**src/sv/smq_pkg.sv**
```systemverilog
// ----------------------------------------------------------------------------
// smq_pkg
// Types and fixed constants shared by the shared-buffer multi-queue unit.
// ----------------------------------------------------------------------------
`default_nettype none

package smq_pkg;

  // Item field widths
  localparam int unsigned FUNC_W     = 1;
  localparam int unsigned QID_W      = 2;
  localparam int unsigned DATA_W     = 32;
  localparam int unsigned STATUS_W   = 2;

  // Stream data widths, padded to whole bytes
  localparam int unsigned IN_TDATA_W  = 40;
  localparam int unsigned OUT_TDATA_W = 40;

  // Operation codes
  localparam logic [FUNC_W-1:0] FUNC_ENQ = 1'b0;
  localparam logic [FUNC_W-1:0] FUNC_DEQ = 1'b1;

  // Result status codes
  localparam logic [STATUS_W-1:0] ST_OK    = 2'd0;
  localparam logic [STATUS_W-1:0] ST_FULL  = 2'd1;
  localparam logic [STATUS_W-1:0] ST_EMPTY = 2'd2;

  // Controller to datapath
  typedef struct packed {
    logic init_wr;   // write one entry of the link clearing pass
    logic accept;    // input transfer this cycle
    logic rd_slot;   // read link and data at the addressed slot
    logic commit;    // update pointers and load the result register
  } cmd_t;

  // Datapath to controller
  typedef struct packed {
    logic init_last; // clearing pass at last entry
    logic out_busy;  // result register holds an untaken result
  } sts_t;

endpackage

`default_nettype wire

```
**src/sv/smq_ctrl.sv**
```systemverilog
// ----------------------------------------------------------------------------
// smq_ctrl
// Sequencer: link clearing pass, then accept / slot read / commit per item.
// ----------------------------------------------------------------------------
`default_nettype none

module smq_ctrl (
  input  wire logic          clk,
  input  wire logic          rst_n,
  input  wire logic          in_tvalid,
  output logic               in_tready,
  input  smq_pkg::sts_t      sts,
  output smq_pkg::cmd_t      cmd
);

  localparam logic [1:0] S_INIT = 2'd0;
  localparam logic [1:0] S_IDLE = 2'd1;
  localparam logic [1:0] S_RDS  = 2'd2;
  localparam logic [1:0] S_WR   = 2'd3;

  logic [1:0] state_r;
  logic [1:0] state_nxt;

  always_comb begin
    state_nxt = state_r;
    case (state_r)
      S_INIT: begin
        if (sts.init_last) begin
          state_nxt = S_IDLE;
        end
      end
      S_IDLE: begin
        if (in_tvalid) begin
          state_nxt = S_RDS;
        end
      end
      S_RDS: begin
        state_nxt = S_WR;
      end
      S_WR: begin
        if (!sts.out_busy) begin
          state_nxt = S_IDLE;
        end
      end
      default: begin
        state_nxt = S_INIT;
      end
    endcase
  end

  always_ff @(posedge clk) begin
    if (!rst_n) begin
      state_r <= S_INIT;
    end else begin
      state_r <= state_nxt;
    end
  end

  assign in_tready   = (state_r == S_IDLE);
  assign cmd.init_wr = (state_r == S_INIT);
  assign cmd.accept  = (state_r == S_IDLE) && in_tvalid;
  assign cmd.rd_slot = (state_r == S_RDS);
  assign cmd.commit  = (state_r == S_WR) && !sts.out_busy;

  a_accept_then_read: assert property (@(posedge clk) disable iff (!rst_n)
    cmd.accept |=> (state_r == S_RDS))
    else $error("accepted item not followed by slot read");

  a_read_then_write: assert property (@(posedge clk) disable iff (!rst_n)
    (state_r == S_RDS) |=> (state_r == S_WR))
    else $error("slot read not followed by commit state");

  a_init_holds: assert property (@(posedge clk) disable iff (!rst_n)
    ((state_r == S_INIT) && !sts.init_last) |=> (state_r == S_INIT))
    else $error("clearing pass left early");

endmodule

`default_nettype wire

```
**src/sv/smq_dp.sv**
```systemverilog
// ----------------------------------------------------------------------------
// smq_dp
// Datapath: slot link/data memories, queue head/tail memories, free list
// pointer, occupancy bits and the result register.
// ----------------------------------------------------------------------------
`default_nettype none

module smq_dp #(
  parameter int unsigned SLOTS  = 16,
  parameter int unsigned QUEUES = 4
) (
  input  wire logic                                clk,
  input  wire logic                                rst_n,
  input  smq_pkg::cmd_t                            cmd,
  output smq_pkg::sts_t                            sts,
  input  wire logic [smq_pkg::IN_TDATA_W-1:0]      in_tdata,
  output logic                                     out_tvalid,
  input  wire logic                                out_tready,
  output logic [smq_pkg::OUT_TDATA_W-1:0]          out_tdata
);

  localparam int unsigned SW = $clog2(SLOTS);
  localparam int unsigned LW = $clog2(SLOTS + 1);
  localparam int unsigned QW = (QUEUES > 1) ? $clog2(QUEUES) : 1;
  localparam int unsigned XW = QW + smq_pkg::QID_W;
  localparam logic [LW-1:0] END_MARK = LW'(SLOTS);

  // Memories
  logic [LW-1:0]              link_mem [SLOTS];
  logic [smq_pkg::DATA_W-1:0] data_mem [SLOTS];
  logic [SW-1:0]              head_mem [QUEUES];
  logic [SW-1:0]              tail_mem [QUEUES];

  // Control / pointer state
  logic [LW-1:0]     free_head_r;
  logic [QUEUES-1:0] nonempty_r;
  logic [SW-1:0]     init_cnt_r;

  // Latched item
  logic [smq_pkg::FUNC_W-1:0] func_r;
  logic [smq_pkg::QID_W-1:0]  qid_r;
  logic [smq_pkg::DATA_W-1:0] din_r;

  // Registered reads
  logic [SW-1:0]              head_rd_r;
  logic [SW-1:0]              tail_rd_r;
  logic [LW-1:0]              link_rd_r;
  logic [smq_pkg::DATA_W-1:0] data_rd_r;

  // Result register
  logic                         out_valid_r;
  logic [smq_pkg::STATUS_W-1:0] out_status_r;
  logic [smq_pkg::DATA_W-1:0]   out_data_r;

  // Input field unpack
  logic [smq_pkg::FUNC_W-1:0] in_func;
  logic [smq_pkg::QID_W-1:0]  in_qid;
  logic [smq_pkg::DATA_W-1:0] in_data;
  assign in_func = in_tdata[0];
  assign in_qid  = in_tdata[2:1];
  assign in_data = in_tdata[34:3];

  logic [XW-1:0] in_qx;
  logic [QW-1:0] in_qi;
  assign in_qx = {{QW{1'b0}}, in_qid};
  assign in_qi = in_qx[QW-1:0];

  logic [XW-1:0] qx;
  logic [QW-1:0] qi;
  logic          q_ok;
  assign qx   = {{QW{1'b0}}, qid_r};
  assign qi   = qx[QW-1:0];
  assign q_ok = (qx < XW'(QUEUES));

  logic free_ok;
  logic q_ne;
  logic enq_ok;
  logic deq_ok;
  logic [SW-1:0] free_slot;
  assign free_ok   = (free_head_r != END_MARK);
  assign free_slot = free_head_r[SW-1:0];
  assign q_ne      = q_ok && nonempty_r[qi];
  assign enq_ok    = cmd.commit && (func_r == smq_pkg::FUNC_ENQ) && q_ok && free_ok;
  assign deq_ok    = cmd.commit && (func_r == smq_pkg::FUNC_DEQ) && q_ne;

  // Slot address for the read cycle: head for dequeue, free head for enqueue
  logic [SW-1:0] rd_addr;
  always_comb begin
    if (func_r == smq_pkg::FUNC_DEQ) begin
      rd_addr = head_rd_r;
    end else if (free_ok) begin
      rd_addr = free_slot;
    end else begin
      rd_addr = '0;
    end
  end

  // Single link write port: clearing pass, tail link on enqueue, free push on dequeue
  logic          link_we;
  logic [SW-1:0] link_wa;
  logic [LW-1:0] link_wd;
  always_comb begin
    link_we = 1'b0;
    link_wa = init_cnt_r;
    link_wd = LW'(init_cnt_r) + LW'(1);
    if (cmd.init_wr) begin
      link_we = 1'b1;
    end else if (enq_ok && q_ne) begin
      link_we = 1'b1;
      link_wa = tail_rd_r;
      link_wd = free_head_r;
    end else if (deq_ok) begin
      link_we = 1'b1;
      link_wa = head_rd_r;
      link_wd = free_head_r;
    end
  end

  // Head write: first slot of an empty queue, or advance past the dequeued slot
  logic          head_we;
  logic [SW-1:0] head_wd;
  always_comb begin
    head_we = 1'b0;
    head_wd = free_slot;
    if (enq_ok && !q_ne) begin
      head_we = 1'b1;
    end else if (deq_ok && (head_rd_r != tail_rd_r)) begin
      head_we = 1'b1;
      head_wd = link_rd_r[SW-1:0];
    end
  end

  always_ff @(posedge clk) begin
    if (link_we) begin
      link_mem[link_wa] <= link_wd;
    end
    if (enq_ok) begin
      data_mem[free_slot] <= din_r;
      tail_mem[qi]        <= free_slot;
    end
    if (head_we) begin
      head_mem[qi] <= head_wd;
    end
    if (cmd.accept) begin
      head_rd_r <= head_mem[in_qi];
      tail_rd_r <= tail_mem[in_qi];
    end
    if (cmd.rd_slot) begin
      link_rd_r <= link_mem[rd_addr];
      data_rd_r <= data_mem[rd_addr];
    end
  end

  // Item latch and result payload
  always_ff @(posedge clk) begin
    if (cmd.accept) begin
      func_r <= in_func;
      qid_r  <= in_qid;
      din_r  <= in_data;
    end
    if (cmd.commit) begin
      if (func_r == smq_pkg::FUNC_ENQ) begin
        out_status_r <= enq_ok ? smq_pkg::ST_OK : smq_pkg::ST_FULL;
        out_data_r   <= '0;
      end else begin
        out_status_r <= deq_ok ? smq_pkg::ST_OK : smq_pkg::ST_EMPTY;
        out_data_r   <= deq_ok ? data_rd_r : '0;
      end
    end
  end

  // Control state
  always_ff @(posedge clk) begin
    if (!rst_n) begin
      free_head_r <= '0;
      nonempty_r  <= '0;
      init_cnt_r  <= '0;
      out_valid_r <= 1'b0;
    end else begin
      if (cmd.init_wr) begin
        init_cnt_r <= init_cnt_r + SW'(1);
      end
      if (enq_ok) begin
        free_head_r    <= link_rd_r;
        nonempty_r[qi] <= 1'b1;
      end else if (deq_ok) begin
        free_head_r <= LW'(head_rd_r);
        if (head_rd_r == tail_rd_r) begin
          nonempty_r[qi] <= 1'b0;
        end
      end
      if (cmd.commit) begin
        out_valid_r <= 1'b1;
      end else if (out_tready) begin
        out_valid_r <= 1'b0;
      end
    end
  end

  assign sts.init_last = (init_cnt_r == SW'(SLOTS - 1));
  assign sts.out_busy  = out_valid_r && !out_tready;

  assign out_tvalid = out_valid_r;
  assign out_tdata  = {{(smq_pkg::OUT_TDATA_W - smq_pkg::STATUS_W - smq_pkg::DATA_W){1'b0}},
                       out_data_r, out_status_r};

  a_commit_slot_free: assert property (@(posedge clk) disable iff (!rst_n)
    cmd.commit |-> !(out_valid_r && !out_tready))
    else $error("result overwritten before transfer");

  a_commit_shows: assert property (@(posedge clk) disable iff (!rst_n)
    cmd.commit |=> out_valid_r)
    else $error("committed result not presented");

  a_free_head_range: assert property (@(posedge clk) disable iff (!rst_n)
    free_head_r <= END_MARK)
    else $error("free list head out of range");

endmodule

`default_nettype wire

```
**src/sv/shared_buffer_multi_queue_unit.sv**
```systemverilog
// ----------------------------------------------------------------------------
// shared_buffer_multi_queue_unit
// Several FIFO queues kept as linked lists in one shared slot store.
// ----------------------------------------------------------------------------
// QUEUES queues share SLOTS 32-bit slots. Each input transfer is one operation
// on one queue: an enqueue takes the first slot of the free list, stores the
// data and links it behind the queue's tail; a dequeue unlinks the head slot,
// returns its data and pushes the slot back on the free list. Every operation
// gives exactly one result: status ok, full (no free slot, or a queue number
// not below QUEUES on enqueue) or empty (queue holds nothing, or a queue number
// not below QUEUES on dequeue), and the dequeued data on an ok dequeue, else 0.
// After reset the unit builds the free list in the link memory, with in_tready
// low. After that each operation runs as a sequence: the accept cycle reads the
// queue's head and tail, the slot read step reads the slot's link and data, and
// the commit step writes the pointers and loads the result register; the commit
// step is held only while the result register still holds an untaken result.
// The one-write-port link memory and its registered read set this sequence.
// A new operation is accepted while the previous result waits.
// ----------------------------------------------------------------------------
`default_nettype none

module shared_buffer_multi_queue_unit #(
  parameter int unsigned SLOTS  = 16,
  parameter int unsigned QUEUES = 4
) (
  input  wire logic                              clk,
  input  wire logic                              rst_n,
  // Operation stream
  input  wire logic                              in_tvalid,
  output logic                                   in_tready,
  // [0] func, [2:1] queue_id, [34:3] data_in, [39:35] zero
  input  wire logic [smq_pkg::IN_TDATA_W-1:0]    in_tdata,
  // Result stream
  output logic                                   out_tvalid,
  input  wire logic                              out_tready,
  // [1:0] status, [33:2] data_out, [39:34] zero
  output logic [smq_pkg::OUT_TDATA_W-1:0]        out_tdata
);

  // Command and status between sequencer and datapath
  smq_pkg::cmd_t cmd;
  smq_pkg::sts_t sts;

  // Sequencer: clearing pass, then accept / slot read / commit
  smq_ctrl u_ctrl (
    .clk       (clk),
    .rst_n     (rst_n),
    .in_tvalid (in_tvalid),
    .in_tready (in_tready),
    .sts       (sts),
    .cmd       (cmd)
  );

  // Memories, pointers and result register
  smq_dp #(
    .SLOTS  (SLOTS),
    .QUEUES (QUEUES)
  ) u_dp (
    .clk        (clk),
    .rst_n      (rst_n),
    .cmd        (cmd),
    .sts        (sts),
    .in_tdata   (in_tdata),
    .out_tvalid (out_tvalid),
    .out_tready (out_tready),
    .out_tdata  (out_tdata)
  );

endmodule

`default_nettype wire

```
**config.mk**
```make
export PLATFORM = sky130hd
export DESIGN_NAME = shared_buffer_multi_queue_unit
export DESIGN_NICKNAME = d
export VERILOG_FILES = /design/src/sv/smq_pkg.sv /design/src/sv/smq_ctrl.sv /design/src/sv/smq_dp.sv /design/src/sv/shared_buffer_multi_queue_unit.sv
export SDC_FILE = /design/constraint.sdc
export NUM_CORES = 1
export LEC_CHECK = 0
export BUFFER_PORTS_ARGS = -buffer_cell sky130_fd_sc_hd__buf_4
export CAP_MARGIN = 10
export CORE_ASPECT_RATIO = 1.4
export CORE_MARGIN = 1.5
export CORE_UTILIZATION = 40
export DETAILED_ROUTE_END_ITERATION = 7
export SLEW_MARGIN = 20
export SYNTH_ARGS = -nofsm -noshare
export SYNTH_HDL_FRONTEND = slang
export SYNTH_SLANG_ARGS = --single-unit
```
**constraint.sdc**
```tcl
create_clock -name clk -period 7.6 [get_ports clk]
set_input_delay 0.76 -clock clk [delete_from_list [all_inputs] [get_ports clk]]
set_output_delay 0.76 -clock clk [all_outputs]
set_load 0.02 [all_outputs]
```
Word level (Yosys, flattened, before mapping) --
Memories as Yosys holds them, arrays and structs flattened. A register that Yosys moved wholly into a read port is not among the register bits. Cells that the tools add are included.
Cells by class: add/sub/neg operators 2, $mul 0, div/mod/pow operators 0, $lt $le $gt $ge 3, eq/ne operators 10, shift operators 0, mux-type cells 39, bitwise gates (word level) 4, reductions and logical operators 23
Operators by type and width (count):
- $mux W4 | 10
- $mux W5 | 5
- $mux W1 | 16
- $logic_and A1 B1 Y1 | 13
- $mux W2 | 5
- $pmux W2 S4 | 1
- $lt A2 B3 Y1 const B | 2
- $reduce_bool A2 Y1 | 3
- $add A4 B1 Y5 const B | 1
- $ne A5 B5 Y1 const B | 1
- $add A4 B1 Y4 const B | 1
- $and A4 B4 Y4 | 1
- $eq A2 B2 Y1 const B | 2
- $eq A4 B4 Y1 | 1
- $eq A4 B4 Y1 const B | 1
- $ne A2 B2 Y1 const B | 2
- $ne A4 B4 Y1 | 1
- $not A4 Y4 | 1
- $or A4 B4 Y4 | 1
- $reduce_and A2 Y1 | 2
- $logic_not A1 Y1 | 3
- $reduce_and A3 Y1 | 1
- $bmux W1 S2 | 1
- $demux W1 S2 | 1
- other kinds (5) | 5
Word-level totals: register bits 85, latch bits 0, RAM bits 624, memory bits (read-only) 0, input port bits 44, output and inout port bits 42, logic and storage cells 95, memories 4
Memory list:
- u_dp.data_mem | words 16, bits a word 32, read ports 1, clocked after Yosys merged registers in 1, wr ports 1, line smq_dp.sv:30 | logic [smq_pkg::DATA_W-1:0] data_mem [SLOTS];
- u_dp.link_mem | words 16, bits a word 5, read ports 1, clocked after Yosys merged registers in 1, wr ports 1, line smq_dp.sv:29 | logic [LW-1:0] link_mem [SLOTS];
- u_dp.head_mem | words 4, bits a word 4, read ports 1, clocked after Yosys merged registers in 1, wr ports 1, line smq_dp.sv:31 | logic [SW-1:0] head_mem [QUEUES];
- u_dp.tail_mem | words 4, bits a word 4, read ports 1, clocked after Yosys merged registers in 1, wr ports 1, line smq_dp.sv:32 | logic [SW-1:0] tail_mem [QUEUES];

Logic depth before layout (Yosys ltp) --
depth in word-level cells 12, gate-level depth with buffers 7, depth with buffers taken out 6

Cells and area by module --
Synthesis repeated with hierarchy kept, for this count alone.
Unflattened totals: cells, all modules 1330, area, all modules 28496.1 sq um
Modules (own cells, without submodules):
- smq_dp | instances 1, cells an instance 1309, area an instance 28309.7 sq um, sequential area each 22441.5 sq um
- smq_ctrl | instances 1, cells an instance 21, area an instance 186.4 sq um, sequential area each 40.0 sq um

Least setup slack after synthesis --
OpenSTA, ideal clock, no wires.
kind input to register, start in out_tready, end mem u_dp.data_mem[4][0] (netlist name), enable pin, setup time 0.461 ns, arrival 5.043 ns, required time 7.139 ns, path slack 2.097 ns, stages on the path 4, buffers on the path 0, path through nor2b_1 nor2_1 nand3_1 nor3_1
RTL lines:
- start, declared | line shared_buffer_multi_queue_unit.sv:35 | input wire logic out_tready,
- end, declared | line smq_dp.sv:30

Worst setup path after layout --
start reg u_dp.func_r, end reg u_dp.data_rd_r[13] (netlist name), read port of u_dp.data_mem (data pin)
Between the ends: longest elaborated chain between the ends 1
RTL lines:
- start, declared | line smq_dp.sv:40 | logic [smq_pkg::FUNC_W-1:0] func_r;
- start signal, assigned | line smq_dp.sv:157 | func_r <= in_func;
- $mux W4 | line smq_dp.sv:89 | if (func_r == smq_pkg::FUNC_DEQ) begin
- end, declared | line smq_dp.sv:48 | logic [smq_pkg::DATA_W-1:0] data_rd_r;
Every way passes these cells. A chain may end at the register's enable or synchronous reset.

==> impl_metrics.csv <==
group,metric,value,unit
outcome,status,"complete, no violations",
setup_path,cp-start-kind,"flip-flop",
synthesis,synthAdderAreaFrac,0.263,%
place,gp_congestion,0.816,
cts,clkSinkCount,754,
synthesis,synthMuxAreaShare,12.9,%
sta,finalWorstPathRequiredPeriod,3690,ps
detailed_routing,drt-initial-drc-count,1318,
detailed_routing,drc,0,
cts,cts_setup_buffers,0,
layout,postLayoutCellArea,0.0328,mm²
global_route,antenna_found_initial,0,
worst_hold_path,hold_depth,1,
sta,slew_violations,0,
sta,skew,27.5,ps
floorplan,die_h,319,µm
power_and_ir_drop,pwr_density_cell,283,mW/mm²
setup_path,worstRegToRegCells,5,
synthesis,synth_area_leaders,"edfxtp_1, mux4_2, a22oi_1",
cts,h-tree-depth,3,
cts,cts_tree,"yes",
detailed_routing,wl_met1,26.1,mm
global_route,grt_pass1_vias,14100,
sta,final.setup.tns,0,ps
layout,diodes,0,
sta,tightest_slew,1010,ps
synthesis,syn_avg_cell_area,21.7,µm²
synthesis,ys.flop_type,"edfxtp_1",
setup_path,path_max_fanout,94,
cts,cts-root-buf,"clkbuf_16",
cts,max-clock-path-buffers,3,
worst_hold_path,min_path_type,"in2reg",
synthesis,syn-instance-count,1317,
floorplan,die_area,0.0730,mm²
place,hpwl,31.1,mm
setup_path,path_class,"reg2reg",
synthesis,syn-cell-area,0.0285,mm²
sta,fmax,0.271,GHz
floorplan,dieWidth,229,µm
setup_path,cp.required,7960,ps
global_route,grt_max_degree,101,
detailed_routing,first_pass_iters,5,
detailed_routing,detail_route.wl_per_cell,25.6,µm
global_route,grt_pass1_wl,92.0,mm
place,dp.cells,2294,
synthesis,yosys.area_share.xor_xnor,0.276,%
cts,clkTransAtPathRegs,60,ps
synthesis,synth_edf_count,738,
sta,hold_violations,0,
synthesis,synth-warning-count,0,
synthesis,netlist_top_cells_count,"edfxtp_1, mux4_2, a22oi_1, nand2_1, and2_1",
sta,fin_crit_sh,48.5,%
cts,cts_hold_buf,0,
synthesis,synth_top_family_by_area,"multiplexers",
synthesis,ys_types,56,
layout,num-nets-final,1483,
floorplan,start_util,40.6,%
detailed_routing,vias,13300,
synthesis,synthSimpleGateAreaFrac,2.91,%
detailed_routing,final_antenna_net_count,0,
sta,rsz0062_at_grt,"false",
cts,cts_buffers,73,
setup_path,cp.arrival,4040,ps
detailed_routing,routed_via_density,5.51,
floorplan,rows,115,
synthesis,synth-seq-cells,754,
cts,cts_resized,0,
sta,relSlewSlack,32.0,%
place,dpl_cell_area,0.0304,mm²
power_and_ir_drop,ir_worst_vdd,160,µV
setup_path,end_kind,"flip-flop",
synthesis,synth_top_area_cell,"edfxtp_1",
synthesis,synth_compound_area_share,3.53,%
synthesis,synthArstFlopShare,0,%
place,io_buffers,74,
floorplan,boundaryPins,86,
sta,setup_viol_count_final,0,
detailed_routing,dr_wl_met2,31.4,mm
cts,clkLatencyLatePin,620,ps
synthesis,yosysMostFrequentCell,"edfxtp_1",
detailed_routing,wirelength,62.0,mm
global_route,grt.total_usage,17.2,%
layout,layoutNonFillerInstCount,2418,
power_and_ir_drop,p_total,0.00926,W
layout,syn_to_final_growth,14.9,%
power_and_ir_drop,leakage,10.3,nW
synthesis,synth_top_area_share,77.7,%
layout,drive_gt1_share,27.5,%
synthesis,ys_seq_area_share,78.8,%
global_route,overflow,0,
detailed_routing,routed-wl-met3,3.23,mm
floorplan,core,0.0704,mm²
detailed_routing,highest_layer,"met4",
flow_run,maxCapViolations,0,
-- cell type report --
class | count | area, µm²
clock buffers | 90 | 1960
inverters | 9 | 33.8
well taps | 936 | 1170
repair buffers | 107 | 816
fillers | 5777 | 37600
clock inverters | 34 | 374
flip-flops and latches | 754 | 22500
multi-input cells | 488 | 5940
-- cells in the final DEF (no fill, tap or decap), drive strengths merged, types with 8 or more instances in the layout --
| cell | instances |
|---|---|
| nor2 | 23 |
| edfxtp | 738 |
| a22oi | 78 |
| clkbuf | 90 |
| buf | 107 |
| bufinv | 8 |
| mux4 | 157 |
| inv | 13 |
| clkinv | 21 |
| dfxtp | 16 |
| a21oi | 10 |
| and2 | 37 |
| mux2 | 9 |
| nand3 | 14 |
| nand2 | 50 |
-- registers in the layout, summed over array words and instances (netlist names), 2 cells and up, named ones only --
| signal | count |
|---|---|
| u_dp.data_rd_r | 32 |
| u_dp.head_mem | 16 |
| u_dp.init_cnt_r | 4 |
| u_ctrl.state_r | 2 |
| u_dp.qi | 2 |
| u_dp.data_mem | 512 |
| u_dp.link_mem | 80 |
| u_dp.din_r | 32 |
| u_dp.out_status_r | 2 |
| u_dp.link_rd_r | 5 |
| u_dp.out_data_r | 32 |
| u_dp.free_head_r | 5 |
| u_dp.tail_mem | 16 |
| u_dp.head_rd_r | 4 |
| u_dp.tail_rd_r | 4 |
-- worst max-delay path, cell delays in order, from the launching register on --
cell	delay, ps
edfxtp_1	910
mux2_8	880
buf_4	810
mux4_2	420
a22oi_1	250
nand2_1	90
-- final timing paths --
path,to,slack (ps),from
max reg2reg,u_dp.data_rd_r[13],3910,u_dp.func_r
min reg2reg,u_dp.out_data_r[12],520,u_dp.data_rd_r[12]
min,u_dp.din_r[14],320,in_tdata[17]
max,u_dp.data_rd_r[13],3910,u_dp.func_r
-- cell families after synthesis --
kind of cell | Yosys count
DFF | 754
muxes | 171
and+or+nand+nor | 162
AOI/OAI and AO/OA | 134
buffers and inverters | 80
xor gates and xnor gates | 9
adders and majority gates | 6
other | 1
-- per-layer routing --
metal	vias up	GRT usage, %
li1	5702	-
met1	7124	23.1
met2	409	29.0
met3	95	2.71
met4	0	5.08
met5	-	0
-- per-stage QoR --
| step | utilization, % | hold slack [ps] | worst slack [ps] |
|---|---|---|---|
| 2_1_floorplan | - | 471 | 2100 |
| 3_3_place_gp | 43.2 | 496 | 3960 |
| 3_5_place_dp | 43.2 | 508 | 3850 |
| 4_1_cts | 46.6 | 286 | 3870 |
| 5_1_grt | 46.6 | 293 | 3700 |
| 6_report | 46.6 | 317 | 3910 |
-- where the power goes --
part           leakage [nW]  switching (W)  internal (W)
clock network          1.14        0.00150       0.00210
logic                  2.40       0.000434      0.000304
registers              6.76       0.000128       0.00480
total                  10.3        0.00206       0.00720
(Power assumes the default switching activity.)
